### src/design/bchd_pkg.sv
`timescale 1ns / 1ps
// Package for the button click and hold detector.
// Holds widths, register indexes, reset values, event codes and shared types.
// Depends on nothing.
package bchd_pkg;

    localparam int TIME_BITS_DEF = 32;
    localparam int TIME_IN_W     = 32;
    localparam int MS_W          = 16;
    localparam int HELD_W        = 28;
    localparam int EV_W          = 3;
    localparam int CFG_IDX_W     = 2;

    localparam logic [CFG_IDX_W-1:0] CFG_ACTIVE_HIGH = 2'd0;
    localparam logic [CFG_IDX_W-1:0] CFG_DEBOUNCE_MS = 2'd1;
    localparam logic [CFG_IDX_W-1:0] CFG_HOLD_MS     = 2'd2;

    localparam logic            ACTIVE_HIGH_RST = 1'b0;
    localparam logic [MS_W-1:0] DEBOUNCE_RST    = 16'd10;
    localparam logic [MS_W-1:0] HOLD_RST        = 16'd1000;

    localparam logic [EV_W-1:0] EV_NONE       = 3'd0;
    localparam logic [EV_W-1:0] EV_DOWN       = 3'd1;
    localparam logic [EV_W-1:0] EV_HOLD_START = 3'd2;
    localparam logic [EV_W-1:0] EV_CLICK      = 3'd3;
    localparam logic [EV_W-1:0] EV_HOLD_END   = 3'd4;

    localparam logic CMD_START = 1'b1;

    typedef enum logic [3:0] {
        ST_IDLE         = 4'd0,
        ST_INIT         = 4'd1,
        ST_WAIT_RELEASE = 4'd2,
        ST_UP           = 4'd3,
        ST_DOWN_DEB     = 4'd4,
        ST_DOWN         = 4'd5,
        ST_HOLD         = 4'd6,
        ST_HOLD_END_DEB = 4'd7,
        ST_UP_DEB       = 4'd8
    } mode_t;

    typedef struct packed {
        logic            active_high;
        logic [MS_W-1:0] debounce_ms;
        logic [MS_W-1:0] hold_ms;
    } cfg_t;

    typedef struct packed {
        logic                 cmd;
        logic                 level;
        logic [TIME_IN_W-1:0] time_ms;
        logic                 await_release;
    } item_t;

    typedef struct packed {
        logic [EV_W-1:0]   event_res;
        logic [HELD_W-1:0] held_ms;
    } res_t;

endpackage

### src/design/bchd_cfg.sv
`timescale 1ns / 1ps
// Configuration registers of the button detector.
// Depends on bchd_pkg.
module bchd_cfg (
    input  logic                           clk,
    input  logic                           rst_n,
    input  logic                           cfg_valid,
    output logic                           cfg_ready,
    input  logic [bchd_pkg::CFG_IDX_W-1:0] cfg_index,
    input  logic [bchd_pkg::MS_W-1:0]      cfg_data,
    output bchd_pkg::cfg_t                 cfg
);

    bchd_pkg::cfg_t cfg_reg;
    bchd_pkg::cfg_t cfg_next;

    assign cfg_ready = 1'b1;
    assign cfg       = cfg_reg;

    always_comb
    begin
        cfg_next = cfg_reg;
        if (cfg_valid)
        begin
            unique case (cfg_index)
                bchd_pkg::CFG_ACTIVE_HIGH: cfg_next.active_high = cfg_data[0];
                bchd_pkg::CFG_DEBOUNCE_MS: cfg_next.debounce_ms = cfg_data;
                bchd_pkg::CFG_HOLD_MS:     cfg_next.hold_ms     = cfg_data;
                default:                   cfg_next = cfg_reg;
            endcase
        end
    end

    always_ff @(posedge clk or negedge rst_n)
    begin
        if (!rst_n)
        begin
            cfg_reg.active_high <= bchd_pkg::ACTIVE_HIGH_RST;
            cfg_reg.debounce_ms <= bchd_pkg::DEBOUNCE_RST;
            cfg_reg.hold_ms     <= bchd_pkg::HOLD_RST;
        end
        else
        begin
            cfg_reg <= cfg_next;
        end
    end

endmodule

### src/design/bchd_in_stage.sv
`timescale 1ns / 1ps
// Input register of the button detector with its valid bit.
// Depends on bchd_pkg.
module bchd_in_stage (
    input  logic            clk,
    input  logic            rst_n,
    input  logic            in_valid,
    output logic            in_stall,
    input  bchd_pkg::item_t in_item,
    input  logic            down_ready,
    output logic            s1_valid,
    output logic            s1_advance,
    output bchd_pkg::item_t s1_item
);

    logic            valid_reg;
    logic            valid_next;
    bchd_pkg::item_t item_reg;
    logic            accept;

    assign in_stall   = valid_reg && !down_ready;
    assign accept     = in_valid && !in_stall;
    assign s1_advance = valid_reg && down_ready;
    assign s1_valid   = valid_reg;
    assign s1_item    = item_reg;

    always_comb
    begin
        valid_next = valid_reg;
        if (accept)
        begin
            valid_next = 1'b1;
        end
        else if (s1_advance)
        begin
            valid_next = 1'b0;
        end
    end

    always_ff @(posedge clk or negedge rst_n)
    begin
        if (!rst_n)
        begin
            valid_reg <= 1'b0;
        end
        else
        begin
            valid_reg <= valid_next;
        end
    end

    always_ff @(posedge clk)
    begin
        if (accept)
        begin
            item_reg <= in_item;
        end
    end

endmodule

### src/design/bchd_core.sv
`timescale 1ns / 1ps
// Press, click and hold state machine with its press and release timestamps.
// Depends on bchd_pkg.
module bchd_core #(
    parameter int TIME_BITS = bchd_pkg::TIME_BITS_DEF
) (
    input  logic            clk,
    input  logic            rst_n,
    input  logic            advance,
    input  bchd_pkg::item_t item,
    input  bchd_pkg::cfg_t  cfg,
    output bchd_pkg::res_t  res
);

    bchd_pkg::mode_t      state_reg;
    bchd_pkg::mode_t      state_next;
    logic [TIME_BITS-1:0] press_time_reg;
    logic [TIME_BITS-1:0] press_time_next;
    logic [TIME_BITS-1:0] release_time_reg;
    logic [TIME_BITS-1:0] release_time_next;

    logic                 pressed;
    logic [TIME_BITS-1:0] now;
    logic [TIME_BITS-1:0] since_press;
    logic [TIME_BITS-1:0] since_release;
    logic [TIME_BITS-1:0] debounce_lim;
    logic [TIME_BITS-1:0] hold_lim;
    logic [bchd_pkg::EV_W-1:0] ev;

    assign pressed       = (item.level == cfg.active_high);
    assign now           = TIME_BITS'(item.time_ms);
    assign since_press   = now - press_time_reg;
    assign since_release = now - release_time_reg;
    assign debounce_lim  = TIME_BITS'(cfg.debounce_ms);
    assign hold_lim      = TIME_BITS'(cfg.hold_ms);

    always_comb
    begin
        state_next        = state_reg;
        press_time_next   = press_time_reg;
        release_time_next = release_time_reg;
        ev                = bchd_pkg::EV_NONE;
        if (item.cmd == bchd_pkg::CMD_START)
        begin
            press_time_next   = '0;
            release_time_next = '0;
            if (!pressed)
            begin
                state_next = bchd_pkg::ST_UP;
            end
            else if (item.await_release)
            begin
                state_next = bchd_pkg::ST_WAIT_RELEASE;
            end
            else
            begin
                state_next      = bchd_pkg::ST_DOWN_DEB;
                press_time_next = now;
            end
        end
        else
        begin
            unique case (state_reg)
                bchd_pkg::ST_WAIT_RELEASE:
                begin
                    if (!pressed)
                    begin
                        state_next = bchd_pkg::ST_UP;
                    end
                end
                bchd_pkg::ST_UP:
                begin
                    if (pressed)
                    begin
                        state_next      = bchd_pkg::ST_DOWN_DEB;
                        press_time_next = now;
                    end
                end
                bchd_pkg::ST_DOWN_DEB:
                begin
                    if (!pressed)
                    begin
                        state_next = bchd_pkg::ST_UP;
                    end
                    else if (since_press > debounce_lim)
                    begin
                        state_next = bchd_pkg::ST_DOWN;
                        ev         = bchd_pkg::EV_DOWN;
                    end
                end
                bchd_pkg::ST_DOWN:
                begin
                    if (!pressed)
                    begin
                        state_next        = bchd_pkg::ST_UP_DEB;
                        release_time_next = now;
                    end
                    else if (since_press > hold_lim)
                    begin
                        state_next = bchd_pkg::ST_HOLD;
                        ev         = bchd_pkg::EV_HOLD_START;
                    end
                end
                bchd_pkg::ST_UP_DEB:
                begin
                    if (pressed)
                    begin
                        state_next = bchd_pkg::ST_DOWN;
                    end
                    else if (since_release > debounce_lim)
                    begin
                        state_next = bchd_pkg::ST_UP;
                        ev         = bchd_pkg::EV_CLICK;
                    end
                end
                bchd_pkg::ST_HOLD:
                begin
                    if (!pressed)
                    begin
                        state_next        = bchd_pkg::ST_HOLD_END_DEB;
                        release_time_next = now;
                    end
                end
                bchd_pkg::ST_HOLD_END_DEB:
                begin
                    if (pressed)
                    begin
                        state_next = bchd_pkg::ST_HOLD;
                    end
                    else if (since_release > debounce_lim)
                    begin
                        state_next = bchd_pkg::ST_UP;
                        ev         = bchd_pkg::EV_HOLD_END;
                    end
                end
                default:
                begin
                    state_next = state_reg;
                end
            endcase
        end

        res.event_res = ev;
        if (ev != bchd_pkg::EV_NONE)
        begin
            res.held_ms = bchd_pkg::HELD_W'(since_press);
        end
        else
        begin
            res.held_ms = '0;
        end
    end

    always_ff @(posedge clk or negedge rst_n)
    begin
        if (!rst_n)
        begin
            state_reg        <= bchd_pkg::ST_IDLE;
            press_time_reg   <= '0;
            release_time_reg <= '0;
        end
        else if (advance)
        begin
            state_reg        <= state_next;
            press_time_reg   <= press_time_next;
            release_time_reg <= release_time_next;
        end
    end

endmodule

### src/design/bchd_out_stage.sv
`timescale 1ns / 1ps
// Result register of the button detector with its valid bit.
// Depends on bchd_pkg.
module bchd_out_stage (
    input  logic           clk,
    input  logic           rst_n,
    input  logic           up_valid,
    output logic           up_ready,
    input  bchd_pkg::res_t up_res,
    output logic           out_valid,
    input  logic           out_stall,
    output bchd_pkg::res_t out_res
);

    logic           valid_reg;
    logic           valid_next;
    bchd_pkg::res_t res_reg;
    logic           load;

    assign up_ready  = !valid_reg || !out_stall;
    assign load      = up_valid && up_ready;
    assign out_valid = valid_reg;
    assign out_res   = res_reg;

    always_comb
    begin
        valid_next = valid_reg;
        if (load)
        begin
            valid_next = 1'b1;
        end
        else if (!out_stall)
        begin
            valid_next = 1'b0;
        end
    end

    always_ff @(posedge clk or negedge rst_n)
    begin
        if (!rst_n)
        begin
            valid_reg <= 1'b0;
        end
        else
        begin
            valid_reg <= valid_next;
        end
    end

    always_ff @(posedge clk)
    begin
        if (load)
        begin
            res_reg <= up_res;
        end
    end

endmodule

### src/design/button_click_hold_detector_unit.sv
`timescale 1ns / 1ps
// Button click and hold detector: one result item for every input item.
// The result item reaches the outputs through the input register and then the result register.
// Throughput is one item per cycle while out_stall is low; the state update is a single compare stage.
// Reset clears both valid bits, sets the detector idle with zero timestamps,
// and loads the default configuration (active low, 10 ms debounce, 1000 ms hold).
module button_click_hold_detector_unit #(
    parameter int TIME_BITS = bchd_pkg::TIME_BITS_DEF
) (
    input  logic                           clk,
    input  logic                           rst_n,
    input  logic                           in_valid,
    output logic                           in_stall,
    input  logic                           cmd,
    input  logic                           level,
    input  logic [bchd_pkg::TIME_IN_W-1:0] time_ms,
    input  logic                           await_release,
    output logic                           out_valid,
    input  logic                           out_stall,
    output logic [bchd_pkg::EV_W-1:0]      event_res,
    output logic [bchd_pkg::HELD_W-1:0]    held_ms,
    input  logic                           cfg_valid,
    output logic                           cfg_ready,
    input  logic [bchd_pkg::CFG_IDX_W-1:0] cfg_index,
    input  logic [bchd_pkg::MS_W-1:0]      cfg_data
);

    bchd_pkg::cfg_t  cfg;
    bchd_pkg::item_t in_item;
    bchd_pkg::item_t s1_item;
    bchd_pkg::res_t  core_res;
    bchd_pkg::res_t  out_res;
    logic            s1_valid;
    logic            s1_advance;
    logic            down_ready;

    assign in_item.cmd           = cmd;
    assign in_item.level         = level;
    assign in_item.time_ms       = time_ms;
    assign in_item.await_release = await_release;
    assign event_res             = out_res.event_res;
    assign held_ms               = out_res.held_ms;

    bchd_cfg u_cfg (
        .clk       (clk),
        .rst_n     (rst_n),
        .cfg_valid (cfg_valid),
        .cfg_ready (cfg_ready),
        .cfg_index (cfg_index),
        .cfg_data  (cfg_data),
        .cfg       (cfg)
    );

    bchd_in_stage u_in (
        .clk        (clk),
        .rst_n      (rst_n),
        .in_valid   (in_valid),
        .in_stall   (in_stall),
        .in_item    (in_item),
        .down_ready (down_ready),
        .s1_valid   (s1_valid),
        .s1_advance (s1_advance),
        .s1_item    (s1_item)
    );

    bchd_core #(
        .TIME_BITS (TIME_BITS)
    ) u_core (
        .clk     (clk),
        .rst_n   (rst_n),
        .advance (s1_advance),
        .item    (s1_item),
        .cfg     (cfg),
        .res     (core_res)
    );

    bchd_out_stage u_out (
        .clk       (clk),
        .rst_n     (rst_n),
        .up_valid  (s1_valid),
        .up_ready  (down_ready),
        .up_res    (core_res),
        .out_valid (out_valid),
        .out_stall (out_stall),
        .out_res   (out_res)
    );

endmodule

### config.mk
export PLATFORM = sky130hd
export DESIGN_NAME = button_click_hold_detector_unit
export DESIGN_NICKNAME = d
export VERILOG_FILES = /design/src/design/bchd_pkg.sv /design/src/design/bchd_cfg.sv /design/src/design/bchd_in_stage.sv /design/src/design/bchd_core.sv /design/src/design/bchd_out_stage.sv /design/src/design/button_click_hold_detector_unit.sv
export SDC_FILE = /design/constraint.sdc
export NUM_CORES = 1
export LEC_CHECK = 0
export BUFFER_PORTS_ARGS = -buffer_cell sky130_fd_sc_hd__buf_2
export CELL_PAD_IN_SITES_DETAIL_PLACEMENT = 0
export CELL_PAD_IN_SITES_GLOBAL_PLACEMENT = 1
export CORE_MARGIN = 3
export CORE_UTILIZATION = 40
export DETAILED_ROUTE_END_ITERATION = 12
export PLACE_DENSITY = 0.68
export SYNTH_ARGS = -nofsm -noshare
export SYNTH_HDL_FRONTEND = slang
export SYNTH_SLANG_ARGS = --single-unit
### constraint.sdc
create_clock -name clk -period 4.9 [get_ports clk]
set_input_delay 1.47 -clock clk [delete_from_list [all_inputs] [get_ports clk]]
set_output_delay 1.47 -clock clk [all_outputs]
set_load 0.02 [all_outputs]
# == Word-level counts from Yosys, hierarchy flattened ==
# Cells that the tools add are included.
# totals
elab_cells,94
regBits,169
input_bits,58
# classes
mux,36
reduce_logical,22
n_lt_le_gt_ge,3
add_sub_neg,2
n_eq_ne,17
# ops
op,n
32-bit two-way mux,8
32-bit by 16-bit > comparator with 1-bit output,3
32-bit subtractor,2
4-bit two-way mux,12
4-bit one-hot mux with 7 select lines,1
3-bit two-way mux,7
"4-bit by 3-bit equality test with 1-bit output, second input constant",4
3-bit one-hot mux with 4 select lines,1
"4-bit by 2-bit equality test with 1-bit output, second input constant",2
"4-bit != test, second input constant",2
2-bit nonzero test,4
8-bit nonzero test,1
7-bit AND reduction,1
"3-bit != test, second input constant",2
2-bit AND reduction,3
3-bit AND reduction,2
1-bit two-way mux,5
"4-bit equality test, second input constant",1
1-bit zero test,4
2-bit two-way mux,2
1-bit logical AND,3
"3-bit by 2-bit != test with 1-bit output, second input constant",1
3-bit nonzero test,1
"2-bit by 1-bit equality test with 1-bit output, second input constant",1
other kinds (7),7

# == Longest topological paths before layout ==
# Gate-level depths: netlist of run 1.
# logic_depth
word_depth,7
depth_mapped,24
ltp_nobuf,22

# == Cells and area by module ==
# Synthesis of run 1 repeated with hierarchy kept, for this count alone.
# unflattened
hier_cells,1219
hier_area_um2,11527.3
# by_module_without_submodules
mod,area_each_um2,cells_per_inst,n_inst,seq_area_each_um2
bchd_core,8070.2,1070,1,1701.6
bchd_cfg,1363.8,73,1,835.8
bchd_in_stage,1114.8,41,1,1076.0
bchd_out_stage,978.4,35,1,955.9

# == Worst setup path before layout of run 1 ==
# OpenSTA, ideal clock, no wires.
# synth_timing
kind,flip-flop to flip-flop
startpoint,register u_in.item_reg (netlist bit u_in.s1_item[1])
endpoint,register u_out.res_reg (netlist bit u_out.out_res[24]) (data pin)
setup_time_ns,0.265
path_stages_with_launch,22
path_buffers,2
required_ns,4.635
slack_ns,0.416
arrival_ns,4.219
cell_sequence,edfxtp_1 inv_1 ha_1 fa_1 and2b_1 o2111ai_2 a2111oi_2 nor2_1 xnor2_1 ha_1 a21oi_1 nand2_1 a21oi_1 nor4b_1 o211ai_1 nor4_1 nand4_1 or3_1 buf_2 nand3_4 buf_4 a31oi_1
# synth_via
elab_chain_cells,7
elab_cells_between_ends,16
cone_classes,2 x add/sub; 3 x order compare; 10 x mux; 1 x reduce/logical
# synth_lines
element,line_no,source
"start, declared",bchd_in_stage.sv:18,bchd_pkg::item_t item_reg;
"start signal, assigned",bchd_in_stage.sv:56,item_reg <= in_item;
32-bit subtractor (on tied branches),"bchd_core.sv:33, bchd_core.sv:32",
32-bit by 16-bit > comparator with 1-bit output (on tied branches),--,
2-bit two-way mux (tied with other cells),bchd_core.sv:110,else if (since_release > debounce_lim)
3-bit two-way mux (on tied branches),--,
3-bit one-hot mux with 4 select lines,bchd_core.sv:63,unique case (state_reg)
3-bit two-way mux,bchd_core.sv:43,if (item.cmd == bchd_pkg::CMD_START)
3-bit nonzero test,bchd_core.sv:144,if (ev != bchd_pkg::EV_NONE)
"end signal, assigned",bchd_out_stage.sv:54,res_reg <= up_res;
"end, declared",bchd_out_stage.sv:17,bchd_pkg::res_t res_reg;
# Several ways; a longest one is shown, not always the timed one.
# A chain may end at the register's enable or synchronous reset.

# == Worst setup path after layout of run 1 ==
# layout_timing
startpoint,register u_in.item_reg (netlist bit u_in.s1_item[1])
endpoint,register u_out.res_reg (netlist bit u_out.out_res[21]) (data pin)
# layout_via
elab_chain_cells,7
elab_cells_between_ends,16
cone_classes,2 x add/sub; 3 x order compare; 10 x mux; 1 x reduce/logical
# layout_lines
element,line_no,source
32-bit subtractor (*),bchd_core.sv:32,assign since_press = now - press_time_reg;
via u_core.since_press[14],bchd_core.sv:24,logic [TIME_BITS-1:0] since_press;
32-bit by 16-bit > comparator with 1-bit output (on tied branches),"bchd_core.sv:85, bchd_core.sv:98",
1-bit two-way mux / 2-bit two-way mux (equally long branches),"bchd_core.sv:85, bchd_core.sv:98",
3-bit two-way mux (on tied branches),"bchd_core.sv:81, bchd_core.sv:93",
3-bit one-hot mux with 4 select lines (*),bchd_core.sv:63,
3-bit two-way mux (*),bchd_core.sv:43,
3-bit nonzero test (*),bchd_core.sv:144,
# Mark *: on every way through the listed nets, which the timed path passes. The rest lies on a longest branch.

==> flow_summary.yaml, run 1 <==
power:
  irDropWorstVdd_uv: 256.0
  power_mw: 6.913
  sw_frac_of_total: 0.4330
  clockPowerShare: 0.194
  p_sw_mw: 2.993
  combPwrFrac: 0.527
  p_leak_nw: 5.902
  power_density_mw_per_mm2: 511.6
  p_int_mw: 3.920
  power_frac_seq: 0.279
sta:
  clock.fmax_ghz: 0.2178
  fin_crit_sh: 0.9371
  tightest_slew_ns: 1.003
  finalCriticalPeriod_ns: 4.592
  skew_ns: 0.01399
  hold_viol_final: 0
  slew_headroom: 0.3314
  tns_ns: 0
  setup_viol: 0
  whs_ns: 0.4792
  maxSlewViolCount: 0
critical_path:
  timing.rr.start: "u_in.s1_item[1]$_DFFE_PP_"
  critical_path.endpoint: "u_out.out_res[21]$_SDFFCE_PN0P_"
  reg2reg_slack_ns: 0.31
  critPathLaunch: "u_in.s1_item[1]$_DFFE_PP_"
  cp.required_ns: 5.17
  reg2reg_to: "u_out.out_res[21]$_SDFFCE_PN0P_"
  arrival_ns: 4.86
  crit_path_end_kind: "register"
  r2r_cells: 22
  crit_fanout: 29
  crit_type: "register to register"
  crit_path_start_kind: "register"
route:
  wl_per_cell_um: 18.53
  wl_um: 32960
  firstDrtPassIters: 5
  drc: 0
  vias: 9792
  ant_nets: 0
  vias_per_cell: 5.504
  drtIter0Drc: 669
run:
  cap_violations: 0
yosys:
  syn_avg_cell_area_um2: 9.169
  yosysWarnings: 0
  yosysMostFrequentCell: "nand2_1"
  ys_seq_elements: 169
  synth_nets: 1459
  async_reset_ff_frac: 0.6095
  ys_seq_area_frac: 0.3866
  synth_top_flop_cell: "dfrtp_1"
  synth_top_area_cell: "dfrtp_1"
  yosysUniqueCellTypes: 78
  synth_edf_count: 66
  synth_area_mm2: 0.01182
  synth_cells: 1289
  synth.area.top_cells: "dfrtp_1 (20%), edfxtp_1 (17%), ha_1 (12%)"
  synth.top_cell.area_share: 0.2011
  ys_top_cells_by_count: "nand2_1 (133), inv_1 (127), ha_1 (110)"
cells_and_area:
  drive_gt1_frac: 0.1720
  fin_nets: 1552
  largest_reg_flops: 35
  num-fill-cells: 2859
  insertedDiodeCount: 0
  area_growth_pct: 14.33
global_routing:
  grt_max_degree: 60
  grt_pass1_vias: 9396
  antenna_found_initial: 0
  track_usage: 0.2112
  overflow: 0
  grt_first_pass_wirelength_um: 51950
clock_network:
  clk_latency_ns: 0.45
  cts_buffers: 17
  cts.clk_slew.worst_paths_ns: 0.07
  cts_root_buffer: "clkbuf_16"
  htreeDepth: 4
  cts_tree: "built"
  clk_path_buf_depth: 2
  numClockSinks: 169
status:
  status: "complete, no violations"
placed_design:
  hpwlAfterDp_um: 25290
  gp_congestion: 0.8873
  io_buffers: 90
floorplan:
  pin_count: 92
  die_h_um: 177.9
  fp-row-count: 62
  die_w_um: 177.9
  die-area_mm2: 0.03164
  start_util: 0.4085
  fp.coreArea_mm2: 0.02894
hold_path:
  hold_path_class: "register to register"
-- final cells by class --
class                           count  area [um^2]  area share
Multi-Input combinational cell    940         6666      0.4933
Timing Repair Buffer              127        743.2     0.05500
Sequential cell                   169         4569      0.3381
Inverter                          127        476.7     0.03528
Clock buffer                       21        493.0     0.03648
Tap cell                          384        480.5     0.03556
Clock inverter                     11        83.83    0.006204
-- kinds of logic after synthesis --
logic type,synth area share
AOI/OAI and AO/OA,0.2056
xor gates and xnor gates,0.03621
adders and majority gates,0.1198
buffers and inverters,0.06278
DFF,0.3866
muxes,0.03525
other,0.0003173
and+or+nand+nor,0.1534
-- power by group through the flow --
| stage | sequential (mW) | clock, mW | combinational [mW] |
|---|---|---|---|
| final | 1.93 | 1.34 | 3.64 |
| after global routing | 1.97 | 1.44 | 4.09 |
| after CTS | 1.93 | 1.38 | 3.56 |
| after detailed placement | 1.96 | 0 | 3.54 |
| after global placement | 1.95 | 0 | 3.51 |
| after floorplan | 1.94 | 0 | 2.57 |
-- metal layers --
| layer | GRT usage | vias up | share of wire |
|---|---|---|---|
| met5 | 0 | - | 0 |
| met1 | 0.3121 | 4675 | 0.50 |
| met2 | 0.3234 | 213 | 0.44 |
| met4 | 0.05399 | 0 | 0.015 |
| li1 | - | 4877 | - |
| met3 | 0.03102 | 27 | 0.045 |
-- cells in the final DEF (no fill, tap or decap), types with 8 or more instances in the layout --
cell       synthesis  layout
o21ai_0          105     105
xor2_1            22      22
inv_1            127     127
o21a_1            21      20
nor3_1            18      17
buf_4              3      37
a21oi_1           93      92
xnor2_1           25      24
dfstp_2            8       8
buf_2              7      89
nand3_1           22      22
dfrtp_1           95      95
o211ai_1          15      15
nand2_1          133     133
edfxtp_1          66      66
nand2b_1          15      15
and3_1             9       9
nor2_1            47      47
nand4_1           30      30
clkbuf_16          0      19
a21o_1            32      32
a31oi_1           35      35
a211oi_1          13      13
ha_1             110     110
nand3b_1          33      33
mux2_2            37      37
-- worst max-delay path, cell delays in order, from the launching register on --
cell      delay (ns)
edfxtp_1        0.39
inv_1           0.09
buf_4           0.12
ha_1            0.18
inv_1           0.06
fa_1            0.40
a21o_1          0.22
a221o_1         0.37
a211oi_2        0.23
o21bai_1        0.09
a21oi_1         0.17
xor2_1          0.20
inv_1           0.11
ha_1            0.31
and4_1          0.23
and2_1          0.16
o21ai_0         0.09
nand2_1         0.07
a21oi_1         0.05
a21oi_2         0.15
inv_1           0.07
a21o_4          0.33
a311oi_2        0.29
-- how the worst min path moves through the flow --
stage                                               start                                     to  slack (ns)  cells past startpoint
CTS                             u_in.s1_valid$_DFFE_PN0P_            u_out.out_valid$_DFFE_PN0P_        0.49                      1
finish              u_core.press_time_reg[19]$_DFFE_PN0P_  u_core.press_time_reg[19]$_DFFE_PN0P_        0.48                      2
floorplan                       u_in.s1_valid$_DFFE_PN0P_            u_out.out_valid$_DFFE_PN0P_        0.45                      1
global route        u_core.press_time_reg[16]$_DFFE_PN0P_  u_core.press_time_reg[16]$_DFFE_PN0P_        0.50                      2
detailed placement              u_in.s1_valid$_DFFE_PN0P_            u_out.out_valid$_DFFE_PN0P_        0.47                      1
global placement    u_core.press_time_reg[29]$_DFFE_PN0P_  u_core.press_time_reg[29]$_DFFE_PN0P_        0.46                      2
-- through the flow --
step	area [um^2]	setup WS [ns]	utilization	cells
CTS	13370	0.002526	0.4622	1775
floorplan	11820	0.4160	-	1289
detailed placement	12800	0.03911	0.4422	1743
global route	13510	-0.006368	0.4670	1779
finish	13510	0.3080	0.4670	1779
global placement	12800	0.1347	0.4422	1743
-- repair_timing --
item,4_1_cts,5_1_grt
hold buffers,0,0
buffers inserted,0,0
endpoints found under the setup margin,0,35
gates resized for setup,0,16
Power figures use the tool's default switching activity.
==> run 2, diff against run 1 <==
Settings changed: CORE_MARGIN 3 to 2.
==> flow_summary.yaml, run 2 (synthesized netlist as in run 1, its figures left out) <==
critical_path:
  reg2reg_to: "u_out.out_res[27]$_SDFFCE_PN0P_"
  critical_path_buf_inv_count: 1
  crit_type: "register to register"
  crit_path_end_kind: "register"
  arrival_ns: 4.75
  path_cells: "inv_1 -> ha_1 -> fa_1 -> and2b_1 -> o2111ai_2 -> a2111oi_4 -> nor2_1 -> xnor2_1 -> ha_1 -> a21oi_1 -> nand2_1 -> a21oi_1 -> nor4b_2 -> o211ai_1 -> nor4_1 -> nand4_1 -> or3_4 -> nand3_4 -> a311oi_1"
  critPathMaxStageDelay_ns: 0.46
  r2r_cells: 19
  crit_slowest_cell: "or3_4"
  crit_family: "simple AND/OR/NAND/NOR gates"
  timing.rr.start: "u_in.s1_item[1]$_DFFE_PP_"
  crit_path_start_kind: "register"
  reg2reg_slack_ns: 0.33
  cp.required_ns: 5.08
  crit_fanout: 14
power:
  irDropWorstVdd_uv: 245.4
  p_leak_nw: 5.858
  p_int_mw: 3.866
  power_mw: 6.814
  combPwrFrac: 0.523
  power_density_mw_per_mm2: 509.4
  power_frac_seq: 0.284
  p_sw_mw: 2.948
  clockPowerShare: 0.193
  sw_frac_of_total: 0.4326
sta:
  fin_crit_sh: 0.9331
  maxSlewViolCount: 0
  clock.fmax_ghz: 0.2187
  slew_headroom: 0.3238
  finalCriticalPeriod_ns: 4.572
  setup_viol: 0
  skew_ns: 0.01269
  hold_viol_final: 0
  tightest_slew_ns: 1.014
placed_design:
  io_buffers: 90
  gp_congestion: 0.9030
  hpwlAfterDp_um: 25110
cells_and_area:
  final_cell_mix: "nand2_1 (133), inv_1 (127), ha_1 (110)"
  largest_reg_flops: 35
  final_util: 0.4623
  num-fill-cells: 2848
  drive_gt1_frac: 0.1634
  fin_nets: 1546
  insertedDiodeCount: 0
  area_growth_pct: 13.19
  layout_commonest_cell: "nand2_1"
route:
  wl_met3_um: 1221
  wl_um: 32370
  vias_per_cell: 5.495
  firstDrtPassIters: 5
  dr.max_layer_used: "met4"
  m1WireLength_um: 16380
  drtIter0Drc: 841
  wl_met2_um: 14230
  drc: 0
  vias: 9743
  wl_per_cell_um: 18.26
  ant_nets: 0
hold_path:
  whs_path_depth: 2
  min_from: "u_core.press_time_reg[16]$_DFFE_PN0P_"
  min_to: "u_core.press_time_reg[16]$_DFFE_PN0P_"
  hold_path_class: "register to register"
global_routing:
  grt_first_pass_wirelength_um: 51650
  antenna_found_initial: 0
  track_usage: 0.2146
  grt_pass1_vias: 9353
  overflow: 0
  grt_max_degree: 65
clock_network:
  cts_root_buffer: "clkbuf_16"
  numClockSinks: 169
  cts_tree: "built"
  htreeDepth: 4
  clk_latency_ns: 0.45
  cts.clk_slew.worst_paths_ns: 0.07
  cts_buffers: 17
  cts_hold_buf: 0
  clk_path_buf_depth: 2
floorplan:
  start_util: 0.4085
  fp-row-count: 62
  die_w_um: 175.9
  die-area_mm2: 0.03094
  die_h_um: 175.9
  fp.coreArea_mm2: 0.02894
  pin_count: 92
status:
  status: "complete, no violations"
run:
  cap_violations: 0
[run 2: cell types whose count changed in the layout (fill, tap and decap cells not counted), sizes merged]
| cell | previous run | this run |
|---|---|---|
| clkbuf | 21 | 18 |
| nand3 | 26 | 24 |
| or3 | 8 | 7 |
| clkinv | 4 | 6 |
| buf | 127 | 124 |
| bufinv | 0 | 1 |
[run 2: per-stage QoR]
stage | worst slack, ns | cells | area (um^2) | hold WS [ns] | TNS (ns)
2_1_floorplan | 0.4160 | 1289 | 11820 | 0.4492 | 0
3_3_place_gp | 0.09888 | 1740 | 12760 | 0.4610 | 0
3_5_place_dp | 0.02641 | 1740 | 12760 | 0.4695 | 0
4_1_cts | 0.1076 | 1772 | 13320 | 0.4852 | 0
5_1_grt | -0.08675 | 1773 | 13380 | 0.4975 | -0.2274
6_report | 0.3280 | 1773 | 13380 | 0.4776 | 0
[run 2: area by class of cell]
cell class | instances | area (um^2) | share of cell area
inverter | 127 | 476.7 | 0.03563
clock buffer | 18 | 429.2 | 0.03208
tap | 384 | 480.5 | 0.03591
sequential | 169 | 4569 | 0.3416
timing repair buffer | 124 | 708.2 | 0.05294
multi-input combinational | 937 | 6591 | 0.4927
clock inverter | 14 | 122.6 | 0.009166
[run 2: power by group through the flow]
stage / sequential, mW / clock, mW / combinational (mW)
5_1_grt: 1.97 / 1.41 / 4.00
4_1_cts: 1.93 / 1.35 / 3.50
2_1_floorplan: 1.94 / 0 / 2.57
3_3_place_gp: 1.95 / 0 / 3.46
3_5_place_dp: 1.96 / 0 / 3.48
6_report: 1.93 / 1.32 / 3.56
[run 2: layer usage]
metal	track usage	up-vias
met5	0	-
met3	0.03009	29
met1	0.3173	4687
li1	-	4826
met2	0.3264	201
met4	0.06198	0
[run 2: worst max path at each step]
stage                                   start                              end  slack [ns]  depth (start not counted)
floorplan           u_in.s1_item[1]$_DFFE_PP_  u_out.out_res[24]$_SDFFCE_PN0P_        0.42                         21
global placement    u_in.s1_item[1]$_DFFE_PP_  u_out.out_res[25]$_SDFFCE_PN0P_         0.1                         19
detailed placement  u_in.s1_item[1]$_DFFE_PP_  u_out.out_res[22]$_SDFFCE_PN0P_        0.03                         19
CTS                 u_in.s1_item[1]$_DFFE_PP_  u_out.out_res[22]$_SDFFCE_PN0P_        0.11                         19
global route        u_in.s1_item[1]$_DFFE_PP_  u_out.out_res[21]$_SDFFCE_PN0P_       -0.09                         18
finish              u_in.s1_item[1]$_DFFE_PP_  u_out.out_res[27]$_SDFFCE_PN0P_        0.33                         19
[run 2: tightest hold or removal path, stage by stage, from the launching register on]
cell and delay, ns:
dfrtp_1 0.34, nand2_1 0.04, o21ai_0 0.06
[run 2: timing repair]
| item | in CTS | in global routing |
|---|---|---|
| setup endpoints to repair | 4 | 35 |
| buffers inserted | 0 | 0 |
| pin swaps | 0 | 2 |
| endpoints found under the hold margin | 0 | 0 |
| gates resized for setup | 1 | 7 |
| cloned | 0 | 1 |
